<file path="src/sv/roman_numeral_encoder_assert.svh">
// ----------------------------------------------------------------------------
// Roman numeral encoder assertion macros
// Concurrent property wrappers shared by the encoder's assertion block.
// ----------------------------------------------------------------------------
`ifndef ROMAN_NUMERAL_ENCODER_ASSERT_SVH
`define ROMAN_NUMERAL_ENCODER_ASSERT_SVH

// same-cycle implication
`define RNE_ASSERT_NOW(label, clk, rst_n, ante, cons) \
    label: assert property (@(posedge clk) disable iff (!rst_n) (ante) |-> (cons)) \
        else $error("rne assertion failed");

// next-cycle implication
`define RNE_ASSERT_NEXT(label, clk, rst_n, ante, cons) \
    label: assert property (@(posedge clk) disable iff (!rst_n) (ante) |=> (cons)) \
        else $error("rne assertion failed");

`endif

</file>
<file path="src/sv/rne_pkg.sv">
// ----------------------------------------------------------------------------
// Roman numeral encoder package
// Symbol codes, microcode word layout, control store and place tables.
// ----------------------------------------------------------------------------
`default_nettype none

package rne_pkg;

    localparam int NUM_W = 14;

    typedef logic [NUM_W-1:0] t_num;
    typedef logic [2:0]       t_sym;
    typedef logic [1:0]       t_phase;
    typedef logic [3:0]       t_digit;
    typedef logic [1:0]       t_cnt;
    typedef logic [2:0]       t_upc;
    typedef logic [1:0]       t_role;
    typedef logic [2:0]       t_cond;

    localparam t_sym SYM_I    = 3'd0;
    localparam t_sym SYM_V    = 3'd1;
    localparam t_sym SYM_X    = 3'd2;
    localparam t_sym SYM_L    = 3'd3;
    localparam t_sym SYM_C    = 3'd4;
    localparam t_sym SYM_D    = 3'd5;
    localparam t_sym SYM_M    = 3'd6;
    localparam t_sym SYM_VBAR = 3'd7;

    localparam t_num LIMIT_HIGH = 14'd9000;
    localparam t_phase PHASE_THOUSANDS = 2'd3;

    localparam t_num PLACE_W [4] = '{14'd1, 14'd10, 14'd100, 14'd1000};

    // symbol roles within one decimal place
    localparam t_role ROLE_ONE  = 2'd0;
    localparam t_role ROLE_FIVE = 2'd1;
    localparam t_role ROLE_TEN  = 2'd2;

    // sequencing conditions
    localparam t_cond COND_DISP = 3'd0;  // extract digit, dispatch
    localparam t_cond COND_SEQ  = 3'd1;  // go to next
    localparam t_cond COND_END  = 3'd2;  // end of digit
    localparam t_cond COND_RUN  = 3'd3;  // count down, end on last
    localparam t_cond COND_FIVE = 3'd4;  // end if no run follows

    // control store addresses
    localparam t_upc UA_EXT    = 3'd0;
    localparam t_upc UA_RUN    = 3'd1;
    localparam t_upc UA_FOUR_A = 3'd2;
    localparam t_upc UA_FOUR_B = 3'd3;
    localparam t_upc UA_FIVE   = 3'd4;
    localparam t_upc UA_NINE_A = 3'd5;
    localparam t_upc UA_NINE_B = 3'd6;

    typedef struct packed {
        logic  emit;
        t_role role;
        t_cond cond;
        t_upc  next;
    } t_uword;

    typedef struct packed {
        t_digit digit;
        t_num   rem;
        t_cnt   run;
    } t_dig;

    function automatic t_uword ucode(input t_upc upc);
        t_uword w;
        unique case (upc)
            UA_EXT:    w = '{1'b0, ROLE_ONE,  COND_DISP, UA_EXT};
            UA_RUN:    w = '{1'b1, ROLE_ONE,  COND_RUN,  UA_RUN};
            UA_FOUR_A: w = '{1'b1, ROLE_ONE,  COND_SEQ,  UA_FOUR_B};
            UA_FOUR_B: w = '{1'b1, ROLE_FIVE, COND_END,  UA_EXT};
            UA_FIVE:   w = '{1'b1, ROLE_FIVE, COND_FIVE, UA_RUN};
            UA_NINE_A: w = '{1'b1, ROLE_ONE,  COND_SEQ,  UA_NINE_B};
            UA_NINE_B: w = '{1'b1, ROLE_TEN,  COND_END,  UA_EXT};
            default:   w = '{1'b0, ROLE_ONE,  COND_SEQ,  UA_EXT};
        endcase
        return w;
    endfunction

    function automatic t_upc dispatch(input t_digit d);
        t_upc a;
        unique case (d) inside
            4'd1, 4'd2, 4'd3:         a = UA_RUN;
            4'd4:                     a = UA_FOUR_A;
            4'd5, 4'd6, 4'd7, 4'd8:   a = UA_FIVE;
            4'd9:                     a = UA_NINE_A;
            default:                  a = UA_EXT;
        endcase
        return a;
    endfunction

    function automatic t_sym sym_of(input t_role role, input t_phase p);
        t_sym s;
        unique case ({role, p})
            {ROLE_ONE,  2'd0}: s = SYM_I;
            {ROLE_ONE,  2'd1}: s = SYM_X;
            {ROLE_ONE,  2'd2}: s = SYM_C;
            {ROLE_ONE,  2'd3}: s = SYM_M;
            {ROLE_FIVE, 2'd0}: s = SYM_V;
            {ROLE_FIVE, 2'd1}: s = SYM_L;
            {ROLE_FIVE, 2'd2}: s = SYM_D;
            {ROLE_FIVE, 2'd3}: s = SYM_VBAR;
            {ROLE_TEN,  2'd0}: s = SYM_X;
            {ROLE_TEN,  2'd1}: s = SYM_C;
            {ROLE_TEN,  2'd2}: s = SYM_M;
            {ROLE_TEN,  2'd3}: s = SYM_M;
            default:           s = SYM_I;
        endcase
        return s;
    endfunction

    function automatic t_num place_mult(input t_phase p, input t_digit k);
        t_num w;
        w = PLACE_W[p];
        return NUM_W'(w * NUM_W'(k));
    endfunction

endpackage

`default_nettype wire

</file>
<file path="src/sv/roman_numeral_encoder.sv">
// ----------------------------------------------------------------------------
// Roman numeral encoder
// Converts a number to Roman numeral symbols, most significant first.
// ----------------------------------------------------------------------------
// Usage:
//   Input: drive i_number_in and raise start; the item is taken on a clock
//   edge with start high and busy low. busy stays high while symbols are
//   produced.
//   Output: each symbol appears on o_symbol for one cycle with o_strobe high;
//   o_last_symbol marks the final symbol of the number. The receiver cannot
//   stall, so every strobed symbol must be taken in its cycle.
//   Out of range (0 or 9000 and up): one result, symbol I, last and
//   o_out_of_range set, in the cycle after accept; busy stays low, so a new
//   item may follow on the next edge.
//   Sequencing: a microcoded sequencer splits off the digit of each decimal
//   place (thousands down to the lowest nonzero place) in a step of its own
//   and emits each symbol in a step of its own. The first symbol comes later
//   the more leading zero places there are. Worst case 8888 emits sixteen
//   symbols; no new item is taken until busy falls.
//   Reset: synchronous, active low; clears sequencer and output strobe.
// ----------------------------------------------------------------------------
`default_nettype none

module roman_numeral_encoder (
    input  var logic          i_clk,
    input  var logic          i_rst_n,
    input  var logic          start,
    output var logic          busy,
    input  var rne_pkg::t_num i_number_in,
    output var logic          o_strobe,
    output var rne_pkg::t_sym o_symbol,
    output var logic          o_last_symbol,
    output var logic          o_out_of_range
);
    import rne_pkg::*;

    logic   r_busy,   n_busy;
    t_upc   r_upc,    n_upc;
    t_phase r_phase,  n_phase;
    t_num   r_rem,    n_rem;
    t_cnt   r_cnt,    n_cnt;
    logic   r_strobe, n_strobe;
    t_sym   r_sym,    n_sym;
    logic   r_last,   n_last;
    logic   r_oor,    n_oor;

    t_uword uw;
    t_dig   dg;
    logic   end_digit;
    logic   bad_num;

    rne_digit u_digit (
        .i_rem   (r_rem),
        .i_phase (r_phase),
        .o_dig   (dg)
    );

    assign uw      = ucode(r_upc);
    assign bad_num = (i_number_in == '0) || (i_number_in >= LIMIT_HIGH);

    always_comb begin
        n_busy    = r_busy;
        n_upc     = r_upc;
        n_phase   = r_phase;
        n_rem     = r_rem;
        n_cnt     = r_cnt;
        n_strobe  = 1'b0;
        n_sym     = r_sym;
        n_last    = 1'b0;
        n_oor     = 1'b0;
        end_digit = 1'b0;
        if (!r_busy) begin
            if (start) begin
                if (bad_num) begin
                    n_strobe = 1'b1;
                    n_sym    = SYM_I;
                    n_last   = 1'b1;
                    n_oor    = 1'b1;
                end else begin
                    n_busy  = 1'b1;
                    n_rem   = i_number_in;
                    n_phase = PHASE_THOUSANDS;
                    n_upc   = UA_EXT;
                end
            end
        end else begin
            unique case (uw.cond)
                COND_DISP: begin
                    n_rem = dg.rem;
                    n_cnt = dg.run;
                    if (dg.digit == '0) begin
                        n_phase = r_phase - 2'd1;
                    end else begin
                        n_upc = dispatch(dg.digit);
                    end
                end
                COND_SEQ: begin
                    n_upc = uw.next;
                end
                COND_END: begin
                    end_digit = 1'b1;
                end
                COND_RUN: begin
                    n_cnt = r_cnt - 2'd1;
                    if (r_cnt == 2'd1) begin
                        end_digit = 1'b1;
                    end else begin
                        n_upc = uw.next;
                    end
                end
                COND_FIVE: begin
                    if (r_cnt == '0) begin
                        end_digit = 1'b1;
                    end else begin
                        n_upc = uw.next;
                    end
                end
                default: begin
                    n_upc = UA_EXT;
                end
            endcase
            if (uw.emit) begin
                n_strobe = 1'b1;
                n_sym    = sym_of(uw.role, r_phase);
                n_last   = end_digit && (r_rem == '0);
            end
            if (end_digit) begin
                n_upc = UA_EXT;
                if (r_rem == '0) begin
                    n_busy = 1'b0;
                end else begin
                    n_phase = r_phase - 2'd1;
                end
            end
        end
    end

    always_ff @(posedge i_clk) begin
        if (!i_rst_n) begin
            r_busy   <= 1'b0;
            r_upc    <= UA_EXT;
            r_phase  <= '0;
            r_rem    <= '0;
            r_cnt    <= '0;
            r_strobe <= 1'b0;
            r_last   <= 1'b0;
            r_oor    <= 1'b0;
        end else begin
            r_busy   <= n_busy;
            r_upc    <= n_upc;
            r_phase  <= n_phase;
            r_rem    <= n_rem;
            r_cnt    <= n_cnt;
            r_strobe <= n_strobe;
            r_last   <= n_last;
            r_oor    <= n_oor;
        end
    end

    always_ff @(posedge i_clk) begin
        r_sym <= n_sym;
    end

    assign busy           = r_busy;
    assign o_strobe       = r_strobe;
    assign o_symbol       = r_sym;
    assign o_last_symbol  = r_last;
    assign o_out_of_range = r_oor;

`include "roman_numeral_encoder_assert.svh"

    `RNE_ASSERT_NOW(a_oor_form, i_clk, i_rst_n, o_out_of_range,
        o_strobe && o_last_symbol && (o_symbol == SYM_I))
    `RNE_ASSERT_NEXT(a_bad_one_result, i_clk, i_rst_n, start && !busy && bad_num,
        o_strobe && o_out_of_range && !busy)
    `RNE_ASSERT_NEXT(a_good_starts_run, i_clk, i_rst_n, start && !busy && !bad_num,
        busy && !o_strobe)
    `RNE_ASSERT_NOW(a_run_ends_last, i_clk, i_rst_n, $fell(busy),
        o_strobe && o_last_symbol && !o_out_of_range)
    `RNE_ASSERT_NOW(a_last_idle, i_clk, i_rst_n, o_strobe && o_last_symbol, !busy)

endmodule

`default_nettype wire

</file>
<file path="src/sv/rne_digit.sv">
// ----------------------------------------------------------------------------
// Roman numeral encoder digit unit
// Splits the leading decimal digit of the current place off the remainder.
// ----------------------------------------------------------------------------
`default_nettype none

module rne_digit (
    input  var rne_pkg::t_num   i_rem,
    input  var rne_pkg::t_phase i_phase,
    output var rne_pkg::t_dig   o_dig
);
    import rne_pkg::*;

    t_digit d;

    always_comb begin
        d = '0;
        for (int k = 1; k <= 9; k++) begin
            if (i_rem >= place_mult(i_phase, 4'(k))) begin
                d = 4'(k);
            end
        end
    end

    always_comb begin
        o_dig.digit = d;
        o_dig.rem   = i_rem - place_mult(i_phase, d);
        o_dig.run   = (d >= 4'd5) ? 2'(d - 4'd5) : 2'(d);
    end

endmodule

`default_nettype wire

</file>
<file path="config.mk">
export PLATFORM = sky130hd
export DESIGN_NAME = roman_numeral_encoder
export DESIGN_NICKNAME = d
export VERILOG_FILES = /design/src/sv/rne_pkg.sv /design/src/sv/roman_numeral_encoder.sv /design/src/sv/rne_digit.sv
export VERILOG_INCLUDE_DIRS = /design/src /design/src/sv
export SDC_FILE = /design/constraint.sdc
export NUM_CORES = 1
export LEC_CHECK = 0
export BUFFER_PORTS_ARGS = -buffer_cell sky130_fd_sc_hd__clkbuf_2
export CAP_MARGIN = 25
export CORE_ASPECT_RATIO = 1.75
export CORE_MARGIN = 4
export CORE_UTILIZATION = 30
export DETAILED_ROUTE_END_ITERATION = 10
export GPL_TIMING_DRIVEN = 0
export SKIP_CTS_REPAIR_TIMING = 1
export SLEW_MARGIN = 20
export SYNTH_ARGS = -nofsm -noshare
export SYNTH_HDL_FRONTEND = slang
export SYNTH_HIERARCHICAL = 1
export SYNTH_SLANG_ARGS = --single-unit
</file>
<file path="constraint.sdc">
create_clock -name i_clk -period 10.3 [get_ports i_clk]
set_clock_uncertainty 0.15 [all_clocks]
set_input_delay 1.03 -clock i_clk [delete_from_list [all_inputs] [get_ports i_clk]]
set_output_delay 1.03 -clock i_clk [all_outputs]
set_load 0.05 [all_outputs]
</file>
After elaboration in Yosys (flattened, before gate mapping)
Memory sizes are Yosys's and may differ from the RTL's. Cells that the tools add are included.

Register bits after elaboration: 28. Memory bits (read-only): 48. Bits of input ports: 17. Output and inout port bits: 7. Word-level logic and storage cells: 134. Memories kept: 1.

Add/sub/neg operators: 4. Multiply operators: 6. Magnitude comparators: 12. Equality and inequality tests: 27. Muxes and demuxes: 54. Bitwise gates (word level): 2. Reduce and logical (&&, ||, !) cells: 19.

Memory list: (name not given) (words 16, width 3, rd ports 1, clocked after Yosys merged registers in 0, write ports 0, line rne_pkg.sv:97) `unique case ({role, p})`.

Operator list (number): greater-or-equal comparator 14 bit (9); two-way mux 14 bit (6); case mux 9 bit (7 select lines) (1); two-way mux 3 bit (15); binary-select mux 14 bit (select 2 bit) (1); zero test 14 bit (2); multiplier 14 x 3 -> 14 bit (second input constant) (2); two-way mux 2 bit (10); == test 4 x 3 -> 1 bit (second input constant) (4); two-way mux 1 bit (15); case mux 3 bit (5 select lines) (1); greater-or-equal comparator 14 bit (second input constant) (1); multiplier 14 x 2 -> 13 bit (second input constant) (1); multiplier 14 x 2 -> 14 bit (second input constant) (1); multiplier 14 x 4 -> 14 bit (1); multiplier 14 x 4 -> 14 bit (second input constant) (1); subtractor 14 bit (1); == test 3 x 2 -> 1 bit (second input constant) (4); == test 3 bit (second input constant) (4); != test 4 bit (second input constant) (3); case mux 3 bit (4 select lines) (1); == test 4 x 2 -> 1 bit (second input constant) (2); == test 4 bit (second input constant) (2); two-way mux 4 bit (2); 25 further kinds (34).

Logic depth before layout (Yosys ltp)
Gate-level depths: netlist of run 1.

Depth in word-level cells: 21. Mapped depth: 31. Mapped depth without buffers: 30.

Hierarchy
The synthesis of run 1 kept the hierarchy.

Modules (own cells, without submodules): rne_digit (times used 1, cells each 463, area each 3713.6 µm², seq. area each 0.0 µm²); roman_numeral_encoder (times used 1, cells each 179, area each 1665.3 µm², seq. area each 590.6 µm²).

Worst setup path before layout of run 1
Ideal clock, no wire load.

Path kind: register to register. Start point: register r_phase[0]. End point: register r_rem[13]. Setup time: 135 ps. Arrival time: 6302 ps. Data required time: 10015 ps. Path slack: 3713 ps. Cell stages (with the launch flop): 28. Path buffers: 1. Clock period less this slack: 6587 ps. Path through: dfxtp_1 -> inv_1 -> ha_1 -> buf_4 -> or2_4 -> a32o_1 -> nand2_1 -> ha_1 -> nand4_1 -> nor4_1 -> o32ai_1 -> a41o_1 -> o211ai_1 -> nor2_1 -> a21oi_2 -> nand2_1 -> fa_1 -> inv_1 -> fa_1 -> fa_1 -> inv_1 -> ha_1 -> and3_1 -> a211oi_1 -> a21oi_1 -> xnor2_1 -> mux2i_1 -> o31ai_2.

RTL lines: start, declared (line roman_numeral_encoder.sv:39) `t_phase r_phase, n_phase;`; start signal, assigned (line roman_numeral_encoder.sv:151) `r_phase <= n_phase;`; end signal, assigned (line roman_numeral_encoder.sv:152) `r_rem <= n_rem;`; end, declared (line roman_numeral_encoder.sv:40) `t_num r_rem, n_rem;`.

==> metrics.md, run 1 <==
| Metric | Value |
|---|---|
| Hpwl dp | `13.6 mm` |
| Routed wire length | `16.6 mm` |
| Slew @ Worst Pin | `between 0.8 and 0.9 ns` |
| Post-synth net total | `785` |
| Seq/Total Area, Yosys | `about 11%` |
| Placed Area | `5780 µm²` |
| Total CTS buffers | `3` |
| Async S/R FF share, synth | `0%` |
| Die Y-Extent | `around 190 µm` |
| I/O Buffers | `23` |
| Crit path time final | `8.48 ns` |
| Setup slack, reg-to-reg | `1.82 ns` |
| Main synth FF type | `dfxtp_1` |
| Period Utilization, post-route | `82.4%` |
| Hold Path End | `r_cnt[1]` |
| Synth Cell Area | `5380 µm²` |
| Max incr delay on CP | `0.84 ns` |
| Pre-Repair DR Iteration Count | `6` |
| Vias in the first global route | `5159` |
| Final setup fails | `0` |
| H-tree depth | `1` |
| Netlist cell types | `77` |
| Final instance area | `5890 µm²` |
| Critical Path Source | `r_phase[1]` |
| CTS Buffer Depth | `2` |
| Post-synth top cells | `102 x ha_1, 77 x inv_1, 32 x nand2_1, 31 x nor2_1, 28 x a21oi_1` |
| Fmax | `118 MHz` |
| Fin worst setup slack | `1.82 ns` |
| Wire per inst | `18.5 µm` |
| Remaining DRCs | `0` |
| CP Launch Type | `register` |
| Starting Density | `30.7%` |
| DR iter-0 viols | `236` |
| Worst R2R End | `r_rem[13]` |
| Final Max Tran Viols | `0` |
| Post-synth EDFFs | `3` |
| Row Count | `64` |
| First-pass GRT wire length | `between 20 and 30 mm` |
| Cells after Synth | `642` |
| Chip width | `~110 µm` |
| Overflow left after global routing | `0` |
| Die area | `20200 µm²` |
| Reg clk slew, reported paths | `roughly 0.07 ns` |
| Slowest stage cell, crit path | `dfxtp_1` |
| DR vias/cell | `5.46` |
| Setup CP Type | `register to register` |
| Layout fillers | `1860` |
| Share of cells above drive strength 1 | `around a tenth` |
| Crit path DAT | `between 8 and 9 ns` |
| Worst r2r path cells | `29` |
| Hold Crit Class | `register to register` |
| Synth area leader | `ha_1` |
| Antenna violations before repair | `0` |
| Ys Warns | `6` |
| Final Hold Fails | `0` |
| Max transition margin | `between 40 and 50%` |
| Clk root buf | `clkbuf_16` |
| Pin count of the biggest net entering global routing | `17` |
| Growth of design area from synthesis to finish | `9.47%` |
| Crit end category | `register` |
| GRT Util Overall | `16.9%` |
| RR Startpoint | `r_phase[1]` |
| DP Worst Slack | `1.90 ns` |
| Area of the multi-input gates | `4380 µm²` |
| Synthesized area per cell | `8.38 µm²` |
| Routed Antenna Nets | `0` |
| GPL Wtd Cong | `0.982` |
| Worst hold start | `r_cnt[1]` |
| Clk_lat worst skew | `0.27 ns` |
| Seq cells post-synth | `28` |
| CTS tree | `done` |
| IO Count | `24` |
| Core area | `~18000 µm²` |
| Max-cap violations | `0` |
| CP required | `10.34 ns` |
| N_diodes | `0` |
| Crit-path max FO | `14` |
| Fin Setup TNS | `0 ns` |
| Number of vias after detailed routing | `4914` |
| Top cell type's share of synthesized area | `between 20% and 30%` |
| RSZ-0062 raised after global routing | `false` |
| Top-count cell post-synth | `ha_1` |
| CTS sink cnt | `28` |
| Synth top area cells | `ha_1 24%, dfxtp_1 9.3%, fa_1 8.9%` |
| Nets | `813` |
| Register area | `591 µm²` |
| WHS Path Cells | `2` |
| Outcome | `complete, no violations` |
[state kept, by name, indices dropped and copies added (netlist names)]
signal          count
r_rem              14
o_symbol            3
r_upc               3
r_cnt               2
r_phase             2
busy                1
o_last_symbol       1
o_out_of_range      1
o_strobe            1
[layout make-up]
cell class | instances | area share (%)
multi-input cells | 516 | 74.4
flip-flops and latches | 28 | 10.0
inverters | 77 | 4.91
well taps | 231 | 4.91
plain buffers | 21 | 2.00
repair buffers | 23 | 1.95
clock buffers | 3 | 1.27
clock inverters | 1 | 0.510
[how the worst max path moves through the flow]
stage	end	cells after the start
after CTS	r_rem[13]	27
after global routing	r_rem[13]	27
after global placement	r_rem[13]	27
after detailed placement	r_rem[13]	27
final	r_rem[13]	29
after floorplan	r_rem[13]	27
[kinds of logic (layout without fill, tap and decap cells)]
family	after synthesis	in the layout	synth area share (%)
muxes	16	16	3.07
xor gates and xnor gates	19	19	3.09
buffers and inverters	98	125	7.56
DFF	28	28	11.0
and+or+nand+nor	203	203	21.3
adders and majority gates	126	126	32.7
AOI/OAI and AO/OA	152	152	21.3
[through the flow]
stage               utilization [%]  hold slack, ns  cells
floorplan                         -           0.315    642
global route                   33.6           0.381    900
global placement               33.0           0.335    896
CTS                            33.6           0.356    900
finish                         33.6           0.357    900
detailed placement             33.0           0.344    896
[worst max-delay path, delay by kind of cell (launching register included)]
kind	cells	cell delay [ns]
xor gates and xnor gates	1	0.17
DFF	1	0.84
muxes	1	0.12
AOI/OAI and AO/OA	9	2.40
buffers and inverters	4	0.83
adders and majority gates	6	2.59
and+or+nand+nor	8	1.29
[cells in the final DEF, fill, tap and decap left out, drive strengths merged, types with 12 or more instances in the layout]
cell type / n
a21oi: 30
nor2: 31
xnor2: 16
and2: 21
nor4: 12
nand4: 24
inv: 77
nand3: 20
o21ai: 29
o31ai: 19
clkbuf: 37
nor3: 20
dfxtp: 25
nand2: 34
a21o: 13
fa: 24
mux2i: 15
ha: 102
[metal layers]
metal / share of wire (%) / track usage (%) / wire length, µm
met4: 5.7 / 9.04 / 945
met3: 2.2 / 0.907 / 372
met2: 56 / 34.0 / 9380
met1: 36 / 16.7 / 5930
met5: 0 / 0 / 0
Power of run 1 is left out: the tool's default activity adds up to more than one toggle a clock period on the data nets, which glitch-free logic cannot reach.
==> run 2: changes to the inputs <==
--- a/config.mk
+++ b/config.mk
@@ -6,6 +6,7 @@
 export SDC_FILE = /design/constraint.sdc
 export NUM_CORES = 1
 export LEC_CHECK = 0
+export ABC_AREA = 1
 export BUFFER_PORTS_ARGS = -buffer_cell sky130_fd_sc_hd__clkbuf_2
 export CAP_MARGIN = 25
 export CORE_ASPECT_RATIO = 1.75
==> constraint.sdc (replaced) <==
create_clock -name i_clk -period 6.9 [get_ports i_clk]
set_clock_uncertainty 0.15 [all_clocks]
set_input_delay 0.69 -clock i_clk [delete_from_list [all_inputs] [get_ports i_clk]]
set_output_delay 0.69 -clock i_clk [all_outputs]
set_load 0.05 [all_outputs]
==> metrics.md, run 2 <==
| Metric | Value |
|---|---|
| Outcome | `complete, no violations` |
| Starting Density | `30.4% (-0.28 points)` |
| Cells after Synth | `793 (+24%)` |
| H-tree depth | `1 (unchanged)` |
| Final Max Tran Viols | `0 (unchanged)` |
| Leak | `about 3.1 nW` |
| Top-count cell post-synth | `nand2_1` |
| Met2 WL | `9.22 mm (-1.7%)` |
| Fin worst setup slack | `0.420 ns (-1.40 ns)` |
| Synth top area cells | `ha_1 23%, nand2_1 9.3%, dfxtp_1 9.2%` |
| WL met1 | `5.54 mm (-6.5%)` |
| Synthesized area per cell | `6.89 µm² (-18%)` |
| Pin count of the biggest net entering global routing | `16 (-1)` |
| GRT Util Overall | `16.2% (-0.76 points)` |
| DP Worst Slack | `-0.874 ns (-2.77 ns)` |
| DR iter-0 viols | `298 (+26%)` |
| Netlist cell types | `48 (-38%)` |
| DR vias/cell | `4.98 (-8.9%)` |
| Total CTS buffers | `3 (unchanged)` |
| Final Hold Fails | `0 (unchanged)` |
| Post-synth top cells | `136 x nand2_1, 112 x inv_1, 106 x nor2_1, 102 x ha_1, 57 x a21oi_1` |
| Layout fillers | `1942 (+4.4%)` |
| Crit path time final | `6.48 ns (-2.00 ns)` |
| Hold Crit Class | `register to register` |
| Crit end category | `register` |
| Nets | `987 (+21%)` |
| Post-synth net total | `936 (+19%)` |
| Post-synthesis mux area share | `0% (-3.1 points)` |
| Max incr delay on CP | `0.49 ns (-0.35 ns)` |
| Routed wire length | `16.4 mm (-1.3%)` |
| N_diodes | `0 (unchanged)` |
| Max-cap violations | `0 (unchanged)` |
| Max layer used | `met4` |
| Antenna violations before repair | `0 (unchanged)` |
| Seq cells post-synth | `28 (unchanged)` |
| CP Launch Type | `register` |
| Top cell by count, worst path | `nor2_1` |
| First-pass GRT wire length | `25.8 mm (-3.1%)` |
| Crit path DAT | `6.55 ns (-1.98 ns)` |
| CTS tree | `done` |
| Complex-gate fraction of the synthesized area | `14.6% (-6.8 points)` |
| Synth Cell Area | `5460 µm² (+1.6%)` |
| Slew @ Worst Pin | `0.680 ns (-0.121 ns)` |
| Clk_lat worst skew | `0.28 ns (about the same)` |
| Growth of design area from synthesis to finish | `14.3%` |
| Core area | `18000 µm² (+2.5%)` |
| Largest Register | `r_rem` |
| Fraction of synthesized cell area in xor and xnor cells | `3.21% (+0.11 points)` |
| Die Y-Extent | `187 µm (+0.74%)` |
| Synth area leader | `ha_1` |
| Crit-path max FO | `9 (-5)` |
| Final setup fails | `0 (unchanged)` |
| Worst VDD drop | `about 0.00015 V` |
| Clk root buf | `clkbuf_16` |
| Overflow left after global routing | `0 (unchanged)` |
| Hpwl dp | `13.6 mm (+0.28%)` |
| Chip width | `110 µm (+0.72%)` |
| Die area | `20500 µm² (+1.5%)` |
| Routed Antenna Nets | `0 (unchanged)` |
| Synth Area in Adders | `32.2% (-0.50 points)` |
| Commonest cells after routing, fill and taps aside | `134 x nand2_1, 106 x inv_1, 106 x nor2_1, 96 x ha_1, 54 x a21oi_1` |
| Setup CP Type | `register to register` |
| Top cell type's share of synthesized area | `23.4% (-0.36 points)` |
| Number of vias after detailed routing | `5360 (+9.1%)` |
| Largest register FFs | `14 (unchanged)` |
| Reg clk slew, reported paths | `0.08 ns (about the same)` |
| Main synth FF type | `dfxtp_1` |
| Row Count | `65 (+1.6%)` |
| WL met3 | `444 µm (+19%)` |
| CP required | `6.97 ns (-3.37 ns)` |
| Async S/R FF share, synth | `0% (unchanged)` |
| Max transition margin | `54.6% (+8.1 points)` |
| Ys Warns | `6 (unchanged)` |
| Setup slack, reg-to-reg | `0.42 ns (-1.40 ns)` |
| P per Cell Area | `roughly 360 nW/µm²` |
| Most common cell after layout, fill and taps aside | `nand2_1` |
| I/O Buffers | `23 (unchanged)` |
| CTS Buffer Depth | `2 (unchanged)` |
| Post-Route Utilization | `34.8% (+1.2 points)` |
| Wire per inst | `15.2 µm (-18%)` |
| CTS sink cnt | `28 (unchanged)` |
| Share of cells above drive strength 1 | `15.1% (+4.8 points)` |
| Seq/Total Area, Yosys | `10.8% (-0.17 points)` |
| IO Count | `24 (unchanged)` |
| Pre-Repair DR Iteration Count | `4 (-2)` |
| Period Utilization, post-route | `93.9% (+12 points)` |
| Post-synth EDFFs | `3 (unchanged)` |
| Slowest stage cell, crit path | `fa_1` |
| Vias in the first global route | `5380 (+4.3%)` |
| Remaining DRCs | `0 (unchanged)` |
| Post-synthesis simple-gate area fraction | `29.5% (+8.1 points)` |
| GPL Wtd Cong | `0.867 (-12%)` |
| Main combinational cell family by area after synthesis | `adder cells` |
| Fmax | `154 MHz (+31%)` |
## run 2: cell types whose count changed after synthesis, moves of 21 or more
cell / previous run / this run
a21oi_1: 28 / 57
and2_1: 21 / 0
inv_1: 77 / 112
nand2_1: 32 / 136
nand3_1: 20 / 44
nor2_1: 31 / 106
## run 2: critical path, delay by kind of cell, from the launching register on
kind	cells	cell delay, ns
AND/OR/NAND/NOR	10	0.93
flip-flops	1	0.39
buffers and inverters	7	0.86
adder cells (fa/ha/maj)	6	2.18
AO/OA/AOI/OAI	11	1.72
XOR/XNOR	1	0.17
## run 2: cell type report
| type | count | area [µm²] | area share, % |
|---|---|---|---|
| tap | 234 | 293 | 4.69 |
| clock buffer | 4 | 88.8 | 1.42 |
| buffer | 10 | 66.3 | 1.06 |
| multi-input combinational | 631 | 4410 | 70.5 |
| inverter | 124 | 494 | 7.91 |
| sequential | 28 | 598 | 9.58 |
| timing repair buffer | 46 | 300 | 4.81 |
## run 2: path summary, 6_finish.rpt
check / cells after the start / from / end
hold reg to reg: 2 / r_phase[1] / r_phase[1]
hold / removal: 2 / r_phase[1] / r_phase[1]
setup reg to reg: 35 / r_phase[0] / r_rem[12]
setup / recovery: 35 / r_phase[0] / r_rem[12]
## run 2: per-stage QoR
stage / TNS, ns / area [µm²] / power, mW / std cells / hold WS [ns]
final: 0 / 6250 / 2.22 / 1077 / 0.386
after global routing: -0.0256 / 6250 / 2.48 / 1077 / 0.417
after CTS: -3.48 / 5960 / 2.14 / 1054 / 0.402
after detailed placement: -3.11 / 5870 / 1.98 / 1050 / 0.387
after global placement: -3.05 / 5870 / 1.96 / 1050 / 0.385
after floorplan: 0 / 5460 / 1.58 / 793 / 0.352
## run 2: cell families after synthesis
group / Yosys count
flip-flops: 28
adder cells (fa/ha/maj): 126
AND/OR/NAND/NOR: 348
XOR/XNOR: 20
buffers and inverters: 134
AO/OA/AOI/OAI: 137
## run 2: metal layers
| metal | global-route usage (%) | vias to the layer above |
|---|---|---|
| met4 | 9.75 | 0 |
| li1 | - | 2702 |
| met5 | 0 | - |
| met1 | 14.5 | 2486 |
| met2 | 33.0 | 116 |
| met3 | 0.692 | 56 |
## run 2: where the power goes
part	internal, mW	switching [mW]
combinational	0.700	1.11
sequential	0.189	0.0667
clock	0.0894	0.0664
(Power assumes the default switching activity.)
